--- config.mk ---
export PLATFORM = sky130hd
export DESIGN_NAME = particle_force_euler_step_core_flat
export DESIGN_NICKNAME = d
export VERILOG_FILES = /design/src/rtl/core/pfe_pkg.sv /design/src/rtl/core/pfe_in_if.sv /design/src/rtl/core/pfe_out_if.sv /design/src/rtl/core/pfe_datapath.sv /design/src/rtl/core/pfe_ctrl.sv /design/src/rtl/core/particle_force_euler_step_core.sv /design/src/flat_wrapper.sv
export VERILOG_INCLUDE_DIRS = /design/src /design/src/rtl/core
export SDC_FILE = /design/constraint.sdc
export NUM_CORES = 2
export LEC_CHECK = 0
export BUFFER_PORTS_ARGS = -buffer_cell sky130_fd_sc_hd__clkbuf_2
export CORE_ASPECT_RATIO = 1.4
export CORE_UTILIZATION = 55
export DETAILED_ROUTE_END_ITERATION = 12
export PLACE_DENSITY_LB_ADDON = 0.12
export SKIP_CTS_REPAIR_TIMING = 1
export SLEW_MARGIN = 0
export SYNTH_ARGS = -nofsm -noshare
export SYNTH_HDL_FRONTEND = slang
export SYNTH_HIERARCHICAL = 1
export SYNTH_SLANG_ARGS = --single-unit
--- constraint.sdc ---
create_clock -name clk_i -period 13.8 [get_ports clk_i]
set_clock_uncertainty 0.05 [all_clocks]
set_input_delay 4.14 -clock clk_i [delete_from_list [all_inputs] [get_ports clk_i]]
set_output_delay 4.14 -clock clk_i [all_outputs]
set_load 0.02 [all_outputs]
--- src/rtl/core/assert_macros.svh ---
// assertion helpers for the core rtl
// checks are compiled out for synthesis
`ifndef ASSERT_MACROS_SVH
`define ASSERT_MACROS_SVH

`ifndef SYNTHESIS
// property must hold at every rising clock edge outside reset
`define PFE_ASSERT(lbl, clk, rstn, prop) \
  lbl: assert property (@(posedge clk) disable iff (!rstn) prop) \
    else $error("pfe assertion failed");
// condition must never be seen at a rising clock edge outside reset
`define PFE_ASSERT_NEVER(lbl, clk, rstn, cond) \
  lbl: assert property (@(posedge clk) disable iff (!rstn) !(cond)) \
    else $error("pfe forbidden condition seen");
`else
`define PFE_ASSERT(lbl, clk, rstn, prop)
`define PFE_ASSERT_NEVER(lbl, clk, rstn, cond)
`endif

`endif

--- src/rtl/core/pfe_pkg.sv ---
// ----------------------------------------------------------------------------
// pfe_pkg
// Types, constants and saturation helpers for the particle Euler step core.
// ----------------------------------------------------------------------------
package pfe_pkg;

  // fixed point format and data widths
  localparam int FRAC_BITS = 16;
  localparam int DT_BITS   = 16;
  localparam int DATA_W    = 32;
  localparam int DT_W      = 16;
  localparam int OP_W      = 2;
  localparam int CFG_IDX_W = 2;
  localparam int MUL_W     = DATA_W + 1;
  localparam int PROD_W    = 2 * MUL_W;
  localparam int SUM_W     = 2 * DATA_W;
  localparam int DVD_W     = DATA_W + FRAC_BITS;
  localparam int REM_W     = DATA_W - 1;
  localparam int CNT_W     = $clog2(DVD_W);

  localparam logic [DATA_W-1:0] MAX32 = {1'b0, {(DATA_W-1){1'b1}}};
  localparam logic [DATA_W-1:0] MIN32 = {1'b1, {(DATA_W-1){1'b0}}};

  // operation codes carried by each input item
  typedef enum logic [OP_W-1:0] {
    OP_INTERACT  = 2'd0,
    OP_INTEGRATE = 2'd1,
    OP_COMMIT    = 2'd2,
    OP_LOAD      = 2'd3
  } pfe_op_e;

  // configuration register indexes
  typedef enum logic [CFG_IDX_W-1:0] {
    CFG_START_X  = 2'd0,
    CFG_START_Y  = 2'd1,
    CFG_START_VX = 2'd2,
    CFG_START_VY = 2'd3
  } pfe_cfg_idx_e;

  // multiplier operand pairs
  typedef enum logic [2:0] {
    MUL_DX_DX,
    MUL_DY_DY,
    MUL_K_DX,
    MUL_K_DY,
    MUL_ACCX_DT,
    MUL_ACCY_DT,
    MUL_VELX_DT,
    MUL_VELY_DT
  } pfe_mul_sel_e;

  // register that takes the saturating accumulate of the product
  typedef enum logic [2:0] {
    UPD_NONE,
    UPD_ACC_X,
    UPD_ACC_Y,
    UPD_VEL_X,
    UPD_VEL_Y,
    UPD_NEXT_X,
    UPD_NEXT_Y
  } pfe_upd_sel_e;

  // controller states
  typedef enum logic [4:0] {
    ST_IDLE,
    ST_DIFF,
    ST_ZCHK,
    ST_SQ,
    ST_SUM,
    ST_DIVI,
    ST_DIV,
    ST_KSET,
    ST_PX,
    ST_PY,
    ST_AY,
    ST_MVX,
    ST_MVY,
    ST_VY,
    ST_NX,
    ST_NY,
    ST_NYU,
    ST_APPLY,
    ST_DONE
  } pfe_state_e;

  // commands from controller to datapath
  typedef struct packed {
    logic         capture;
    logic         diff_ld;
    logic         zero_set;
    logic         mul_en;
    pfe_mul_sel_e mul_sel;
    logic         sum_ld;
    logic         sum_add;
    logic         div_init;
    logic         div_step;
    logic         k_ld;
    pfe_upd_sel_e upd_sel;
    logic         acc_clr;
    logic         commit;
    logic         load;
    logic         out_ld;
  } pfe_cmd_t;

  // status from datapath to controller
  typedef struct packed {
    logic zero_dist;
    logic out_free;
  } pfe_stat_t;

  typedef struct packed {
    logic              sat;
    logic [DATA_W-1:0] val;
  } pfe_sat_t;

  // sign extend a 32 bit value to the wide working width
  function automatic logic signed [PROD_W-1:0] sext_f(input logic [DATA_W-1:0] v);
    sext_f = {{(PROD_W-DATA_W){v[DATA_W-1]}}, v};
  endfunction

  // clamp a wide signed value to 32 bits and flag a clamp
  function automatic pfe_sat_t sat_f(input logic signed [PROD_W-1:0] v);
    pfe_sat_t r;
    logic     fits;
    fits = (&v[PROD_W-1:DATA_W-1]) | ~(|v[PROD_W-1:DATA_W-1]);
    r.sat = ~fits;
    if (fits) begin
      r.val = v[DATA_W-1:0];
    end else if (v[PROD_W-1]) begin
      r.val = MIN32;
    end else begin
      r.val = MAX32;
    end
    sat_f = r;
  endfunction

endpackage

--- src/rtl/core/pfe_in_if.sv ---
// ----------------------------------------------------------------------------
// pfe_in_if
// Input item channel: operation and its operands with valid/ready transfer.
// ----------------------------------------------------------------------------
interface pfe_in_if;
  logic               valid;
  logic               ready;
  logic [1:0]         operation;
  logic signed [31:0] other_x;
  logic signed [31:0] other_y;
  logic signed [31:0] other_mass;
  logic [15:0]        step_time;

  modport source (
    output valid, operation, other_x, other_y, other_mass, step_time,
    input  ready
  );
  modport sink (
    input  valid, operation, other_x, other_y, other_mass, step_time,
    output ready
  );
endinterface

--- src/rtl/core/pfe_out_if.sv ---
// ----------------------------------------------------------------------------
// pfe_out_if
// Result channel: particle state after each item with valid/ready transfer.
// ----------------------------------------------------------------------------
interface pfe_out_if;
  logic               valid;
  logic               ready;
  logic signed [31:0] out_x;
  logic signed [31:0] out_y;
  logic signed [31:0] out_vx;
  logic signed [31:0] out_vy;
  logic               zero_distance;
  logic               saturated;

  modport source (
    output valid, out_x, out_y, out_vx, out_vy, zero_distance, saturated,
    input  ready
  );
  modport sink (
    input  valid, out_x, out_y, out_vx, out_vy, zero_distance, saturated,
    output ready
  );
endinterface

--- src/rtl/core/pfe_datapath.sv ---
// ----------------------------------------------------------------------------
// pfe_datapath
// Particle state, shared multiplier, restoring divider, saturating updates
// and the result register, all driven by controller commands.
// ----------------------------------------------------------------------------
module pfe_datapath (
  input  logic                                 clk_i,
  input  logic                                 rst_ni,
  input  pfe_pkg::pfe_cmd_t                    cmd_i,
  output pfe_pkg::pfe_stat_t                   stat_o,
  input  logic [pfe_pkg::DATA_W-1:0]           other_x_i,
  input  logic [pfe_pkg::DATA_W-1:0]           other_y_i,
  input  logic [pfe_pkg::DATA_W-1:0]           other_mass_i,
  input  logic [pfe_pkg::DT_W-1:0]             step_time_i,
  input  logic                                 cfg_we_i,
  input  logic [pfe_pkg::CFG_IDX_W-1:0]        cfg_idx_i,
  input  logic [pfe_pkg::DATA_W-1:0]           cfg_data_i,
  input  logic                                 out_ready_i,
  output logic                                 out_valid_o,
  output logic [pfe_pkg::DATA_W-1:0]           out_x_o,
  output logic [pfe_pkg::DATA_W-1:0]           out_y_o,
  output logic [pfe_pkg::DATA_W-1:0]           out_vx_o,
  output logic [pfe_pkg::DATA_W-1:0]           out_vy_o,
  output logic                                 out_zero_o,
  output logic                                 out_sat_o
);
  import pfe_pkg::*;

  // configuration registers
  logic [DATA_W-1:0] start_x_q, start_y_q, start_vx_q, start_vy_q;
  // particle state
  logic [DATA_W-1:0] pos_x_q, pos_y_q, next_x_q, next_y_q;
  logic [DATA_W-1:0] vel_x_q, vel_y_q, acc_x_q, acc_y_q;
  // per item flags and result valid
  logic              sat_q, zero_q, out_valid_q;
  // captured operands and working registers
  logic [DATA_W-1:0] ox_q, oy_q, m_q;
  logic [DT_W-1:0]   dt_q;
  logic [DATA_W-1:0] dx_q, dy_q, k_q;
  logic signed [PROD_W-1:0] prod_q;
  logic [SUM_W-1:0]  s_q;
  logic [DVD_W-1:0]  dvd_q;
  logic [REM_W-1:0]  rem_q, dsr_q;
  // result payload
  logic [DATA_W-1:0] res_x_q, res_y_q, res_vx_q, res_vy_q;
  logic              res_zero_q, res_sat_q;

  // combinational terms
  pfe_sat_t                 dx_r, dy_r, term_r, sum_r;
  logic signed [MUL_W-1:0]  mul_a, mul_b;
  logic signed [PROD_W-1:0] term_w, add_w;
  logic [DATA_W-1:0]        tgt;
  logic                     upd_frac, upd_sat;
  logic                     d2_hi;
  logic [REM_W-1:0]         d2_raw, d2;
  logic [DATA_W-1:0]        mag;
  logic [REM_W:0]           trial, trial_sub;
  logic                     trial_ge;
  logic                     k_ovf;
  logic [DATA_W-1:0]        k_val;

  // position differences
  always_comb begin
    dx_r = sat_f(sext_f(pos_x_q) - sext_f(ox_q));
    dy_r = sat_f(sext_f(pos_y_q) - sext_f(oy_q));
  end

  // multiplier operand selection
  always_comb begin
    mul_a = '0;
    mul_b = '0;
    unique case (cmd_i.mul_sel)
      MUL_DX_DX: begin
        mul_a = {dx_q[DATA_W-1], dx_q};
        mul_b = {dx_q[DATA_W-1], dx_q};
      end
      MUL_DY_DY: begin
        mul_a = {dy_q[DATA_W-1], dy_q};
        mul_b = {dy_q[DATA_W-1], dy_q};
      end
      MUL_K_DX: begin
        mul_a = {k_q[DATA_W-1], k_q};
        mul_b = {dx_q[DATA_W-1], dx_q};
      end
      MUL_K_DY: begin
        mul_a = {k_q[DATA_W-1], k_q};
        mul_b = {dy_q[DATA_W-1], dy_q};
      end
      MUL_ACCX_DT: begin
        mul_a = {acc_x_q[DATA_W-1], acc_x_q};
        mul_b = {{(MUL_W-DT_W){1'b0}}, dt_q};
      end
      MUL_ACCY_DT: begin
        mul_a = {acc_y_q[DATA_W-1], acc_y_q};
        mul_b = {{(MUL_W-DT_W){1'b0}}, dt_q};
      end
      MUL_VELX_DT: begin
        mul_a = {vel_x_q[DATA_W-1], vel_x_q};
        mul_b = {{(MUL_W-DT_W){1'b0}}, dt_q};
      end
      MUL_VELY_DT: begin
        mul_a = {vel_y_q[DATA_W-1], vel_y_q};
        mul_b = {{(MUL_W-DT_W){1'b0}}, dt_q};
      end
      default: begin
        mul_a = '0;
        mul_b = '0;
      end
    endcase
  end

  // saturating accumulate of the shifted product into the selected register
  always_comb begin
    tgt      = '0;
    upd_frac = 1'b0;
    unique case (cmd_i.upd_sel)
      UPD_ACC_X:  begin tgt = acc_x_q;  upd_frac = 1'b1; end
      UPD_ACC_Y:  begin tgt = acc_y_q;  upd_frac = 1'b1; end
      UPD_VEL_X:  tgt = vel_x_q;
      UPD_VEL_Y:  tgt = vel_y_q;
      UPD_NEXT_X: tgt = next_x_q;
      UPD_NEXT_Y: tgt = next_y_q;
      default:    tgt = '0;
    endcase
    term_w  = upd_frac ? (prod_q >>> FRAC_BITS) : (prod_q >>> DT_BITS);
    term_r  = sat_f(term_w);
    add_w   = sext_f(tgt) + sext_f(term_r.val);
    sum_r   = sat_f(add_w);
    upd_sat = (cmd_i.upd_sel != UPD_NONE) && (term_r.sat || sum_r.sat);
  end

  // squared distance scaled back, clamped, at least one
  always_comb begin
    d2_hi  = |s_q[SUM_W-1:FRAC_BITS+REM_W];
    d2_raw = s_q[FRAC_BITS+REM_W-1:FRAC_BITS];
    if (d2_hi) begin
      d2 = MAX32[REM_W-1:0];
    end else if (d2_raw == '0) begin
      d2 = REM_W'(1);
    end else begin
      d2 = d2_raw;
    end
    mag = m_q[DATA_W-1] ? (~m_q + DATA_W'(1)) : m_q;
  end

  // one restoring division step
  always_comb begin
    trial     = {rem_q, dvd_q[DVD_W-1]};
    trial_sub = trial - {1'b0, dsr_q};
    trial_ge  = (trial >= {1'b0, dsr_q});
  end

  // signed pull factor from the quotient
  always_comb begin
    if (m_q[DATA_W-1]) begin
      k_ovf = (|dvd_q[DVD_W-1:DATA_W]) || (dvd_q[DATA_W-1] && (|dvd_q[DATA_W-2:0]));
      k_val = k_ovf ? MIN32 : (~dvd_q[DATA_W-1:0] + DATA_W'(1));
    end else begin
      k_ovf = |dvd_q[DVD_W-1:DATA_W-1];
      k_val = k_ovf ? MAX32 : dvd_q[DATA_W-1:0];
    end
  end

  // state, configuration and flags
  always_ff @(posedge clk_i or negedge rst_ni) begin
    if (!rst_ni) begin
      start_x_q   <= '0;
      start_y_q   <= '0;
      start_vx_q  <= '0;
      start_vy_q  <= '0;
      pos_x_q     <= '0;
      pos_y_q     <= '0;
      next_x_q    <= '0;
      next_y_q    <= '0;
      vel_x_q     <= '0;
      vel_y_q     <= '0;
      acc_x_q     <= '0;
      acc_y_q     <= '0;
      sat_q       <= 1'b0;
      zero_q      <= 1'b0;
      out_valid_q <= 1'b0;
    end else begin
      // configuration writes
      if (cfg_we_i) begin
        unique case (pfe_cfg_idx_e'(cfg_idx_i))
          CFG_START_X:  start_x_q  <= cfg_data_i;
          CFG_START_Y:  start_y_q  <= cfg_data_i;
          CFG_START_VX: start_vx_q <= cfg_data_i;
          CFG_START_VY: start_vy_q <= cfg_data_i;
          default:      start_x_q  <= start_x_q;
        endcase
      end
      // load and commit
      if (cmd_i.load) begin
        pos_x_q  <= start_x_q;
        pos_y_q  <= start_y_q;
        next_x_q <= start_x_q;
        next_y_q <= start_y_q;
        vel_x_q  <= start_vx_q;
        vel_y_q  <= start_vy_q;
        acc_x_q  <= '0;
        acc_y_q  <= '0;
      end
      if (cmd_i.commit) begin
        pos_x_q <= next_x_q;
        pos_y_q <= next_y_q;
      end
      // accumulate updates
      case (cmd_i.upd_sel)
        UPD_ACC_X:  acc_x_q  <= sum_r.val;
        UPD_ACC_Y:  acc_y_q  <= sum_r.val;
        UPD_VEL_X:  vel_x_q  <= sum_r.val;
        UPD_VEL_Y:  vel_y_q  <= sum_r.val;
        UPD_NEXT_X: next_x_q <= sum_r.val;
        UPD_NEXT_Y: next_y_q <= sum_r.val;
        default: ;
      endcase
      if (cmd_i.acc_clr) begin
        acc_x_q <= '0;
        acc_y_q <= '0;
      end
      // per item flags
      if (cmd_i.capture) begin
        sat_q  <= 1'b0;
        zero_q <= 1'b0;
      end else begin
        if ((cmd_i.diff_ld && (dx_r.sat || dy_r.sat)) || (cmd_i.div_init && d2_hi) ||
            (cmd_i.k_ld && k_ovf) || upd_sat) begin
          sat_q <= 1'b1;
        end
        if (cmd_i.zero_set) begin
          zero_q <= 1'b1;
        end
      end
      // result valid until transfer
      if (cmd_i.out_ld) begin
        out_valid_q <= 1'b1;
      end else if (out_ready_i) begin
        out_valid_q <= 1'b0;
      end
    end
  end

  // operands, working registers and result payload
  always_ff @(posedge clk_i) begin
    if (cmd_i.capture) begin
      ox_q <= other_x_i;
      oy_q <= other_y_i;
      m_q  <= other_mass_i;
      dt_q <= step_time_i;
    end
    if (cmd_i.diff_ld) begin
      dx_q <= dx_r.val;
      dy_q <= dy_r.val;
    end
    if (cmd_i.mul_en) begin
      prod_q <= mul_a * mul_b;
    end
    if (cmd_i.sum_ld) begin
      s_q <= prod_q[SUM_W-1:0];
    end else if (cmd_i.sum_add) begin
      s_q <= s_q + prod_q[SUM_W-1:0];
    end
    // divider
    if (cmd_i.div_init) begin
      dvd_q <= {mag, {FRAC_BITS{1'b0}}};
      rem_q <= '0;
      dsr_q <= d2;
    end else if (cmd_i.div_step) begin
      rem_q <= trial_ge ? trial_sub[REM_W-1:0] : trial[REM_W-1:0];
      dvd_q <= {dvd_q[DVD_W-2:0], trial_ge};
    end
    if (cmd_i.k_ld) begin
      k_q <= k_val;
    end
    if (cmd_i.out_ld) begin
      res_x_q    <= pos_x_q;
      res_y_q    <= pos_y_q;
      res_vx_q   <= vel_x_q;
      res_vy_q   <= vel_y_q;
      res_zero_q <= zero_q;
      res_sat_q  <= sat_q;
    end
  end

  // status and outputs
  assign stat_o.zero_dist = (dx_q == '0) && (dy_q == '0);
  assign stat_o.out_free  = !out_valid_q || out_ready_i;
  assign out_valid_o      = out_valid_q;
  assign out_x_o          = res_x_q;
  assign out_y_o          = res_y_q;
  assign out_vx_o         = res_vx_q;
  assign out_vy_o         = res_vy_q;
  assign out_zero_o       = res_zero_q;
  assign out_sat_o        = res_sat_q;

endmodule

--- src/rtl/core/pfe_ctrl.sv ---
// ----------------------------------------------------------------------------
// pfe_ctrl
// Sequencer: walks interact and integrate through the multiplier, divider and
// update steps, applies commit or load and hands the result to the output.
// ----------------------------------------------------------------------------
`include "assert_macros.svh"

module pfe_ctrl (
  input  logic                        clk_i,
  input  logic                        rst_ni,
  input  logic                        in_valid_i,
  input  logic [pfe_pkg::OP_W-1:0]    in_op_i,
  output logic                        in_ready_o,
  input  pfe_pkg::pfe_stat_t          stat_i,
  output pfe_pkg::pfe_cmd_t           cmd_o
);
  import pfe_pkg::*;

  pfe_state_e       state_q, state_d;
  pfe_op_e          op_q, op_d;
  logic [CNT_W-1:0] cnt_q, cnt_d;

  // state register
  always_ff @(posedge clk_i or negedge rst_ni) begin
    if (!rst_ni) begin
      state_q <= ST_IDLE;
      op_q    <= OP_INTERACT;
      cnt_q   <= '0;
    end else begin
      state_q <= state_d;
      op_q    <= op_d;
      cnt_q   <= cnt_d;
    end
  end

  // next state and commands
  always_comb begin
    state_d    = state_q;
    op_d       = op_q;
    cnt_d      = cnt_q;
    in_ready_o = 1'b0;
    cmd_o      = '0;
    unique case (state_q)
      ST_IDLE: begin
        in_ready_o = 1'b1;
        if (in_valid_i) begin
          cmd_o.capture = 1'b1;
          op_d          = pfe_op_e'(in_op_i);
          unique case (pfe_op_e'(in_op_i))
            OP_INTERACT:  state_d = ST_DIFF;
            OP_INTEGRATE: state_d = ST_MVX;
            OP_COMMIT:    state_d = ST_APPLY;
            OP_LOAD:      state_d = ST_APPLY;
            default:      state_d = ST_APPLY;
          endcase
        end
      end
      // interact: differences, squares, divide, pull
      ST_DIFF: begin
        cmd_o.diff_ld = 1'b1;
        state_d       = ST_ZCHK;
      end
      ST_ZCHK: begin
        if (stat_i.zero_dist) begin
          cmd_o.zero_set = 1'b1;
          state_d        = ST_DONE;
        end else begin
          cmd_o.mul_en  = 1'b1;
          cmd_o.mul_sel = MUL_DX_DX;
          state_d       = ST_SQ;
        end
      end
      ST_SQ: begin
        cmd_o.mul_en  = 1'b1;
        cmd_o.mul_sel = MUL_DY_DY;
        cmd_o.sum_ld  = 1'b1;
        state_d       = ST_SUM;
      end
      ST_SUM: begin
        cmd_o.sum_add = 1'b1;
        state_d       = ST_DIVI;
      end
      ST_DIVI: begin
        cmd_o.div_init = 1'b1;
        cnt_d          = '0;
        state_d        = ST_DIV;
      end
      ST_DIV: begin
        cmd_o.div_step = 1'b1;
        cnt_d          = cnt_q + CNT_W'(1);
        if (cnt_q == CNT_W'(DVD_W - 1)) begin
          state_d = ST_KSET;
        end
      end
      ST_KSET: begin
        cmd_o.k_ld = 1'b1;
        state_d    = ST_PX;
      end
      ST_PX: begin
        cmd_o.mul_en  = 1'b1;
        cmd_o.mul_sel = MUL_K_DX;
        state_d       = ST_PY;
      end
      ST_PY: begin
        cmd_o.upd_sel = UPD_ACC_X;
        cmd_o.mul_en  = 1'b1;
        cmd_o.mul_sel = MUL_K_DY;
        state_d       = ST_AY;
      end
      ST_AY: begin
        cmd_o.upd_sel = UPD_ACC_Y;
        state_d       = ST_DONE;
      end
      // integrate: velocity first, then next position from the new velocity
      ST_MVX: begin
        cmd_o.mul_en  = 1'b1;
        cmd_o.mul_sel = MUL_ACCX_DT;
        state_d       = ST_MVY;
      end
      ST_MVY: begin
        cmd_o.upd_sel = UPD_VEL_X;
        cmd_o.mul_en  = 1'b1;
        cmd_o.mul_sel = MUL_ACCY_DT;
        state_d       = ST_VY;
      end
      ST_VY: begin
        cmd_o.upd_sel = UPD_VEL_Y;
        state_d       = ST_NX;
      end
      ST_NX: begin
        cmd_o.mul_en  = 1'b1;
        cmd_o.mul_sel = MUL_VELX_DT;
        state_d       = ST_NY;
      end
      ST_NY: begin
        cmd_o.upd_sel = UPD_NEXT_X;
        cmd_o.mul_en  = 1'b1;
        cmd_o.mul_sel = MUL_VELY_DT;
        state_d       = ST_NYU;
      end
      ST_NYU: begin
        cmd_o.upd_sel = UPD_NEXT_Y;
        cmd_o.acc_clr = 1'b1;
        state_d       = ST_DONE;
      end
      // commit or load
      ST_APPLY: begin
        cmd_o.commit = (op_q == OP_COMMIT);
        cmd_o.load   = (op_q == OP_LOAD);
        state_d      = ST_DONE;
      end
      // wait for room in the result register
      ST_DONE: begin
        if (stat_i.out_free) begin
          cmd_o.out_ld = 1'b1;
          state_d      = ST_IDLE;
        end
      end
      default: begin
        state_d = ST_IDLE;
      end
    endcase
  end

  // checks
  `PFE_ASSERT(a_accept_leaves_idle, clk_i, rst_ni, (in_valid_i && in_ready_o) |=> (state_q != ST_IDLE))
  `PFE_ASSERT(a_div_count_range, clk_i, rst_ni, (state_q == ST_DIV) |-> (cnt_q <= CNT_W'(DVD_W - 1)))
  `PFE_ASSERT(a_result_load_free, clk_i, rst_ni, cmd_o.out_ld |-> stat_i.out_free)
  `PFE_ASSERT_NEVER(a_no_accept_on_result, clk_i, rst_ni, in_ready_o && cmd_o.out_ld)

endmodule

--- src/rtl/core/particle_force_euler_step_core.sv ---
// interact items pass through the bit-serial divider, which is skipped when the positions coincide
// throughput: one item at a time, next item taken the cycle after its result is registered
// reset: asynchronous active low, clears position, velocity, accumulator and start registers
// ----------------------------------------------------------------------------
// particle_force_euler_step_core
// One 2D particle in signed fixed point: gravity-like interaction, symplectic
// Euler integration, position commit and load from configuration.
// ----------------------------------------------------------------------------
module particle_force_euler_step_core (
  input  logic                                clk_i,
  input  logic                                rst_ni,
  pfe_in_if.sink                              in_i,
  pfe_out_if.source                           out_o,
  input  logic                                cfg_we_i,
  input  logic [pfe_pkg::CFG_IDX_W-1:0]       cfg_idx_i,
  input  logic [pfe_pkg::DATA_W-1:0]          cfg_data_i
);
  import pfe_pkg::*;

  pfe_cmd_t  cmd;
  pfe_stat_t stat;
  logic      in_ready;

  // controller
  pfe_ctrl u_ctrl (
    .clk_i      (clk_i),
    .rst_ni     (rst_ni),
    .in_valid_i (in_i.valid),
    .in_op_i    (in_i.operation),
    .in_ready_o (in_ready),
    .stat_i     (stat),
    .cmd_o      (cmd)
  );

  assign in_i.ready = in_ready;

  // datapath
  pfe_datapath u_datapath (
    .clk_i        (clk_i),
    .rst_ni       (rst_ni),
    .cmd_i        (cmd),
    .stat_o       (stat),
    .other_x_i    (in_i.other_x),
    .other_y_i    (in_i.other_y),
    .other_mass_i (in_i.other_mass),
    .step_time_i  (in_i.step_time),
    .cfg_we_i     (cfg_we_i),
    .cfg_idx_i    (cfg_idx_i),
    .cfg_data_i   (cfg_data_i),
    .out_ready_i  (out_o.ready),
    .out_valid_o  (out_o.valid),
    .out_x_o      (out_o.out_x),
    .out_y_o      (out_o.out_y),
    .out_vx_o     (out_o.out_vx),
    .out_vy_o     (out_o.out_vy),
    .out_zero_o   (out_o.zero_distance),
    .out_sat_o    (out_o.saturated)
  );

endmodule

--- src/flat_wrapper.sv ---
// flat-port wrapper written by rule: the top's interface ports become plain ports
module particle_force_euler_step_core_flat import pfe_pkg::*;
  (clk_i, rst_ni, cfg_we_i, cfg_idx_i, cfg_data_i, in_i_valid, in_i_operation, in_i_other_x, in_i_other_y, in_i_other_mass, in_i_step_time, in_i_ready, out_o_valid, out_o_out_x, out_o_out_y, out_o_out_vx, out_o_out_vy, out_o_zero_distance, out_o_saturated, out_o_ready);
  pfe_in_if in_i_i ();
  pfe_out_if out_o_i ();
  input  logic clk_i;
  input  logic rst_ni;
  input  logic cfg_we_i;
  input  logic [pfe_pkg::CFG_IDX_W-1:0] cfg_idx_i;
  input  logic [pfe_pkg::DATA_W-1:0] cfg_data_i;
  input wire logic [$bits(in_i_i.valid)-1:0] in_i_valid;
  input wire logic [$bits(in_i_i.operation)-1:0] in_i_operation;
  input wire logic [$bits(in_i_i.other_x)-1:0] in_i_other_x;
  input wire logic [$bits(in_i_i.other_y)-1:0] in_i_other_y;
  input wire logic [$bits(in_i_i.other_mass)-1:0] in_i_other_mass;
  input wire logic [$bits(in_i_i.step_time)-1:0] in_i_step_time;
  output wire logic [$bits(in_i_i.ready)-1:0] in_i_ready;
  output wire logic [$bits(out_o_i.valid)-1:0] out_o_valid;
  output wire logic [$bits(out_o_i.out_x)-1:0] out_o_out_x;
  output wire logic [$bits(out_o_i.out_y)-1:0] out_o_out_y;
  output wire logic [$bits(out_o_i.out_vx)-1:0] out_o_out_vx;
  output wire logic [$bits(out_o_i.out_vy)-1:0] out_o_out_vy;
  output wire logic [$bits(out_o_i.zero_distance)-1:0] out_o_zero_distance;
  output wire logic [$bits(out_o_i.saturated)-1:0] out_o_saturated;
  input wire logic [$bits(out_o_i.ready)-1:0] out_o_ready;
  assign in_i_i.valid = in_i_valid;
  assign in_i_i.operation = in_i_operation;
  assign in_i_i.other_x = in_i_other_x;
  assign in_i_i.other_y = in_i_other_y;
  assign in_i_i.other_mass = in_i_other_mass;
  assign in_i_i.step_time = in_i_step_time;
  assign in_i_ready = in_i_i.ready;
  assign out_o_valid = out_o_i.valid;
  assign out_o_out_x = out_o_i.out_x;
  assign out_o_out_y = out_o_i.out_y;
  assign out_o_out_vx = out_o_i.out_vx;
  assign out_o_out_vy = out_o_i.out_vy;
  assign out_o_zero_distance = out_o_i.zero_distance;
  assign out_o_saturated = out_o_i.saturated;
  assign out_o_i.ready = out_o_ready;
  particle_force_euler_step_core u_core (.clk_i(clk_i), .rst_ni(rst_ni), .in_i(in_i_i), .out_o(out_o_i), .cfg_we_i(cfg_we_i), .cfg_idx_i(cfg_idx_i), .cfg_data_i(cfg_data_i));
endmodule
# After elaboration in Yosys (flattened, before gate mapping)
# Cells that the tools add are included.
dict set report totals {
  mem_bits_rw 0
  romBits 0
  regBits 978
  latchBits 0
  mem_count 0
  output_inout_bits 132
}
dict set report classes {
  addsub 8
  n_eq_ne 43
  shifts 0
  n_lt_le_gt_ge 1
  mux 68
  div 0
  bitwise_logic 14
  mul 1
  n_reduce_logical 60
}
# operator n
set ops {}
lappend ops {{$mux W32} 27}
lappend ops {{$pmux W33 S7} 1}
lappend ops {{$pmux W32 S6} 1}
lappend ops {{$mux W64} 2}
lappend ops {{$reduce_and A35 Y1} 3}
lappend ops {{$reduce_or A35 Y1} 3}
lappend ops {{$pmux W33 S3} 1}
lappend ops {{$mux W48} 2}
lappend ops {{$pmux W5 S17} 1}
lappend ops {{$mul A33 B33 Y66} 1}
lappend ops {{$sub A32 B32 Y33} 2}
lappend ops {{$add A32 B1 Y32 const B} 2}
lappend ops {{$add A64 B64 Y64} 1}
lappend ops {{$logic_not A32 Y1} 2}
lappend ops {{$not A32 Y32} 2}
lappend ops {{$mux W31} 2}
lappend ops {{$eq A5 B4 Y1 const B} 8}
lappend ops {{$reduce_or A17 Y1} 2}
lappend ops {{$add A32 B32 Y33} 1}
lappend ops {{$ge A32 B31 Y1} 1}
lappend ops {{$pmux W4 S8} 1}
lappend ops {{$logic_not A31 Y1} 1}
lappend ops {{$reduce_or A31 Y1} 1}
lappend ops {{$sub A31 B31 Y31} 1}
lappend ops {{39 further kinds} 126}

# Depth between registers and ports, before layout
dict set report depth {
  word_depth 14
  ltp_mapped 43
}

# By module
# The synthesis kept the hierarchy.
# module instances area_per_inst_um2 cells_each seq_area_each_um2
set modules_own_cells {}
lappend modules_own_cells {pfe_datapath 1 87520.2 8762 26570.5}
lappend modules_own_cells {pfe_ctrl 1 943.4 120 325.3}

# Worst setup path after synthesis
# OpenSTA, ideal clock, no wires.
dict set report synth_timing {
  path_kind {input to register}
  from {input port out_o_ready}
  to {register u_core.u_datapath.res_sat_q, in the netlist u_core/u_datapath/out_sat_o (enable)}
  path_stages 3
  arrival_time_ns 13.092
  path_buffers 0
  setup_time_ns 0.780
  required_time_ns 12.970
  path_slack_ns -0.122
  path_cell_list {nand2b_1 -> inv_1 -> nor3_1}
}
# item line
set synth_lines {}
lappend synth_lines {{start, declared} flat_wrapper.sv:25} ;# input wire logic [$bits(out_o_i.ready)-1:0] out_o_ready;
lappend synth_lines {{end signal, assigned} pfe_datapath.sv:282} ;# res_sat_q <= sat_q;
lappend synth_lines {{end, declared} pfe_datapath.sv:46} ;# logic res_zero_q, res_sat_q;

==> impl_metrics.csv <==
group,metric,value,unit
cts,cts_buffers,95,
cells_and_area,fill_cells,13746,
power_and_ir_drop,p_sw_share,22.0,%
power_and_ir_drop,powerDensity,63.0,nW/µm²
critical_path,startpoint,"u_core/u_ctrl/state_q[0]$_DFFE_PN0P_",
logic_synthesis,syn_avg_cell_area,9.96,µm²
grt,grt_pass1_wl,467000,µm
logic_synthesis,netlist-cell-type-count,105,
grt,grt_use_total,40.1,%
placed_design,io_buffers,284,
logic_synthesis,synth_edf_count,531,
detailed_routing,via_per_inst,6.14,
power_and_ir_drop,p_leak,43.7,nW
critical_path,end_kind,"register",
grt,grt_max_degree,192,
critical_path,r2r_slack,850,ps
floorplan,fp.coreArea,159000,µm²
power_and_ir_drop,p_sw,0.00133,W
timing,drv_slew,0,
critical_path,cp.arrival,13380,ps
floorplan,rows,173,
detailed_routing,dr_total_vias,68657,
critical_path,cp_slowest_stage_delay,1460,ps
cells_and_area,largestRegisters,"u_core/u_datapath/prod_q: 66 flops, u_core/u_datapath/s_q: 64 flops, u_core/u_datapath/dvd_q: 48 flops",
power_and_ir_drop,irDropWorstVdd,0.122,mV
cells_and_area,drive_gt1_share,10.3,%
logic_synthesis,syn_nets,10572,
detailed_routing,drc,0,
logic_synthesis,ys_ff_latch,978,
placed_design,dp_cells,10981,
cts,insertion_delay,760,ps
cells_and_area,stdcell_count,11179,
critical_path,cp_data_required_time,14220,ps
detailed_routing,drt_iter0_drc,5931,
critical_path,cp-start-kind,"register",
cts,cts.sink_count,978,
run_status,status,"complete, no violations",
timing,tightestPinTransition,1390,ps
placed_design,hpwlAfterDp,248000,µm
floorplan,pin_count,285,
detailed_routing,final_antenna_net_count,0,
floorplan,start_util,55.5,%
cells_and_area,final_common_cell,"inv_1",
critical_path,reg2reg_from,"u_core/u_ctrl/state_q[0]$_DFFE_PN0P_",
cts,cts_max_level,3,
detailed_routing,wl_per_cell,29.0,µm
critical_path,crit_slowest_cell,"fa_1",
grt,antenna_found_initial,31,
floorplan,fp.dieW,341,µm
logic_synthesis,ys_seq_area_share,30.4,%
logic_synthesis,syn_area,88500,µm²
power_and_ir_drop,power.internal,0.00471,W
min_path,hold_class,"register to register",
cts,cts_tree,"done",
critical_path,r2r-end,"u_core/u_datapath/prod_q[65]$_DFFE_PP_",
cts,clockBufferDepth,3,
min_path,holdPathStages,0,
cells_and_area,area_delta_synth_final,8.23,%
cts,clockRootBuffer,"clkbuf_16",
detailed_routing,wirelength,324000,µm
min_path,worstHoldEndpoint,"u_core/u_datapath/out_zero_o$_DFFE_PP_",
min_path,min_from,"u_core/u_datapath/zero_q$_DFFE_PN0P_",
power_and_ir_drop,p_comb_share,2.3,%
timing,finalCriticalPeriod,12950,ps
floorplan,fp.dieH,477,µm
cells_and_area,nets,10668,
power_and_ir_drop,pwr-share-clk,45.0,%
power_and_ir_drop,power_frac_seq,52.7,%
critical_path,reg2reg_depth,29,
grt,grt_pass1_vias,70191,
timing,max_freq,77.2,MHz
timing,hold_viol,0,
grt,grt-ovfl-total,0,
timing,finalCritPeriodShare,93.8,%
timing,rsz0062_at_grt,"no",
cells_and_area,top_register,"u_core/u_datapath/prod_q",
cts,cts.clk_slew.worst_paths,60,ps
logic_synthesis,synth_ff_type,"edfxtp_1",
timing,max_slew_margin,6.83,%
floorplan,die-area,162000,µm²
critical_path,crit_fanout,20,
cells_and_area,final_cell_mix,"1247 x inv_1, 1126 x fa_1, 917 x nand2_1",
logic_synthesis,ys_warn_count,6,
logic_synthesis,ys_async_sr_fraction,40.9,%
logic_synthesis,synthCells,8882,
detailed_routing,first_pass_iters,8,
placed_design,gp_congestion,1.05,
critical_path,cp_common_cell,"fa_1",
critical_path,criticalPathCategory,"register to register",
timing,setup_viol,0,
timing,tns,0,ps
cells_and_area,largest_reg_flops,66,
run,cap_viol_max_count,0,
[area by class of cell]
type / count / area, µm² / area share [%]
inverter: 1250 / 4690 / 4.90
antenna: 18 / 45.0 / 0.0470
tap: 2100 / 2630 / 2.74
clock buffer: 113 / 2460 / 2.57
multi-input combinational: 6191 / 55400 / 57.9
sequential: 978 / 26900 / 28.1
clock inverter: 67 / 779 / 0.814
timing repair buffer: 462 / 2810 / 2.93
[worst max-delay path, delay by kind of cell (launching register included)]
family | cells | cell delay (ps)
buf+inv | 3 | 530
compound gates | 8 | 2480
fa+ha+maj | 9 | 5950
flops | 1 | 690
xor+xnor | 1 | 120
simple gates | 6 | 1430
mux | 2 | 1280
[synth_stat cells (28+ instances only)]
master       n  area, µm²
inv_1     1249       4690
fa_1      1127      22600
nand2_1    917       3440
nor2_1     814       3060
edfxtp_1   531      15900
a21oi_1    418       2090
clkbuf_1   414       1550
ha_1       410       5130
dfrtp_1    400      10000
o21ai_0    378       1890
xnor2_1    187       1640
mux2i_1    173       1730
mux2_2     158       1780
nor2b_1    157        982
a211oi_1   155       1160
a21o_1     151       1130
a22oi_1    111        833
nand2b_1   104        651
nand3_1     85        425
xor2_1      79        692
nor3_1      55        275
o21ai_1     53        265
o21a_1      52        390
nand4_1     48        300
dfxtp_1     47        941
nor4_1      45        282
a22o_1      39        342
o21bai_1    35        263
or3_1       34        213
a31oi_1     33        206
and2_1      33        206
o31ai_1     33        248
buf_1       28        105
[how the worst max path moves through the flow]
stage	slack, ps	cells after the start	end
2_1_floorplan	3200	38	u_core/u_datapath/prod_q[64]$_DFFE_PP_
3_3_place_gp	1390	35	u_core/u_datapath/prod_q[65]$_DFFE_PP_
3_5_place_dp	1170	35	u_core/u_datapath/prod_q[65]$_DFFE_PP_
4_1_cts	1120	35	u_core/u_datapath/prod_q[65]$_DFFE_PP_
5_1_grt	310	35	u_core/u_datapath/prod_q[65]$_DFFE_PP_
6_report	850	29	u_core/u_datapath/prod_q[65]$_DFFE_PP_
[power by group through the flow]
| stage | logic [W] | clock network, W | registers [W] |
|---|---|---|---|
| final | 0.000139 | 0.00272 | 0.00318 |
| after detailed placement | 0.000140 | 0 | 0.00324 |
| after global routing | 0.000152 | 0.00287 | 0.00318 |
| after CTS | 0.000141 | 0.00276 | 0.00318 |
| after floorplan | 0.0000738 | 0 | 0.00322 |
| after global placement | 0.000135 | 0 | 0.00323 |
[layer usage]
metal  track usage, %  vias to the layer above  wire, µm
met5                0                        -        64
met4             39.5                       10     40200
met2             62.4                     3541    146000
li1                 -                    29473         -
met3             8.76                     1266     28100
met1             45.1                    34367    109000
[cell families after synthesis]
family          count (synthesis)  synth area share [%]
simple gates                 2398                  12.0
fa+ha+maj                    1555                  31.5
buf+inv                      1713                  7.32
mux                           349                  4.40
xor+xnor                      268                  2.67
compound gates               1621                  11.7
flops                         978                  30.4
[metrics by stage]
| step | cell area, µm² | setup slack (ps) | total power (W) | hold WS, ps | utilization [%] |
|---|---|---|---|---|---|
| finish | 95700 | 849 | 0.00604 | 402 | 60.1 |
| global placement | 92500 | 1390 | 0.00337 | 393 | 58.0 |
| floorplan | 88500 | 3200 | 0.00330 | 375 | - |
| detailed placement | 92500 | 1170 | 0.00338 | 389 | 58.0 |
| global route | 95700 | 310 | 0.00620 | 423 | 60.1 |
| CTS | 95700 | 1120 | 0.00608 | 405 | 60.1 |
Power figures use the tool's default switching activity.
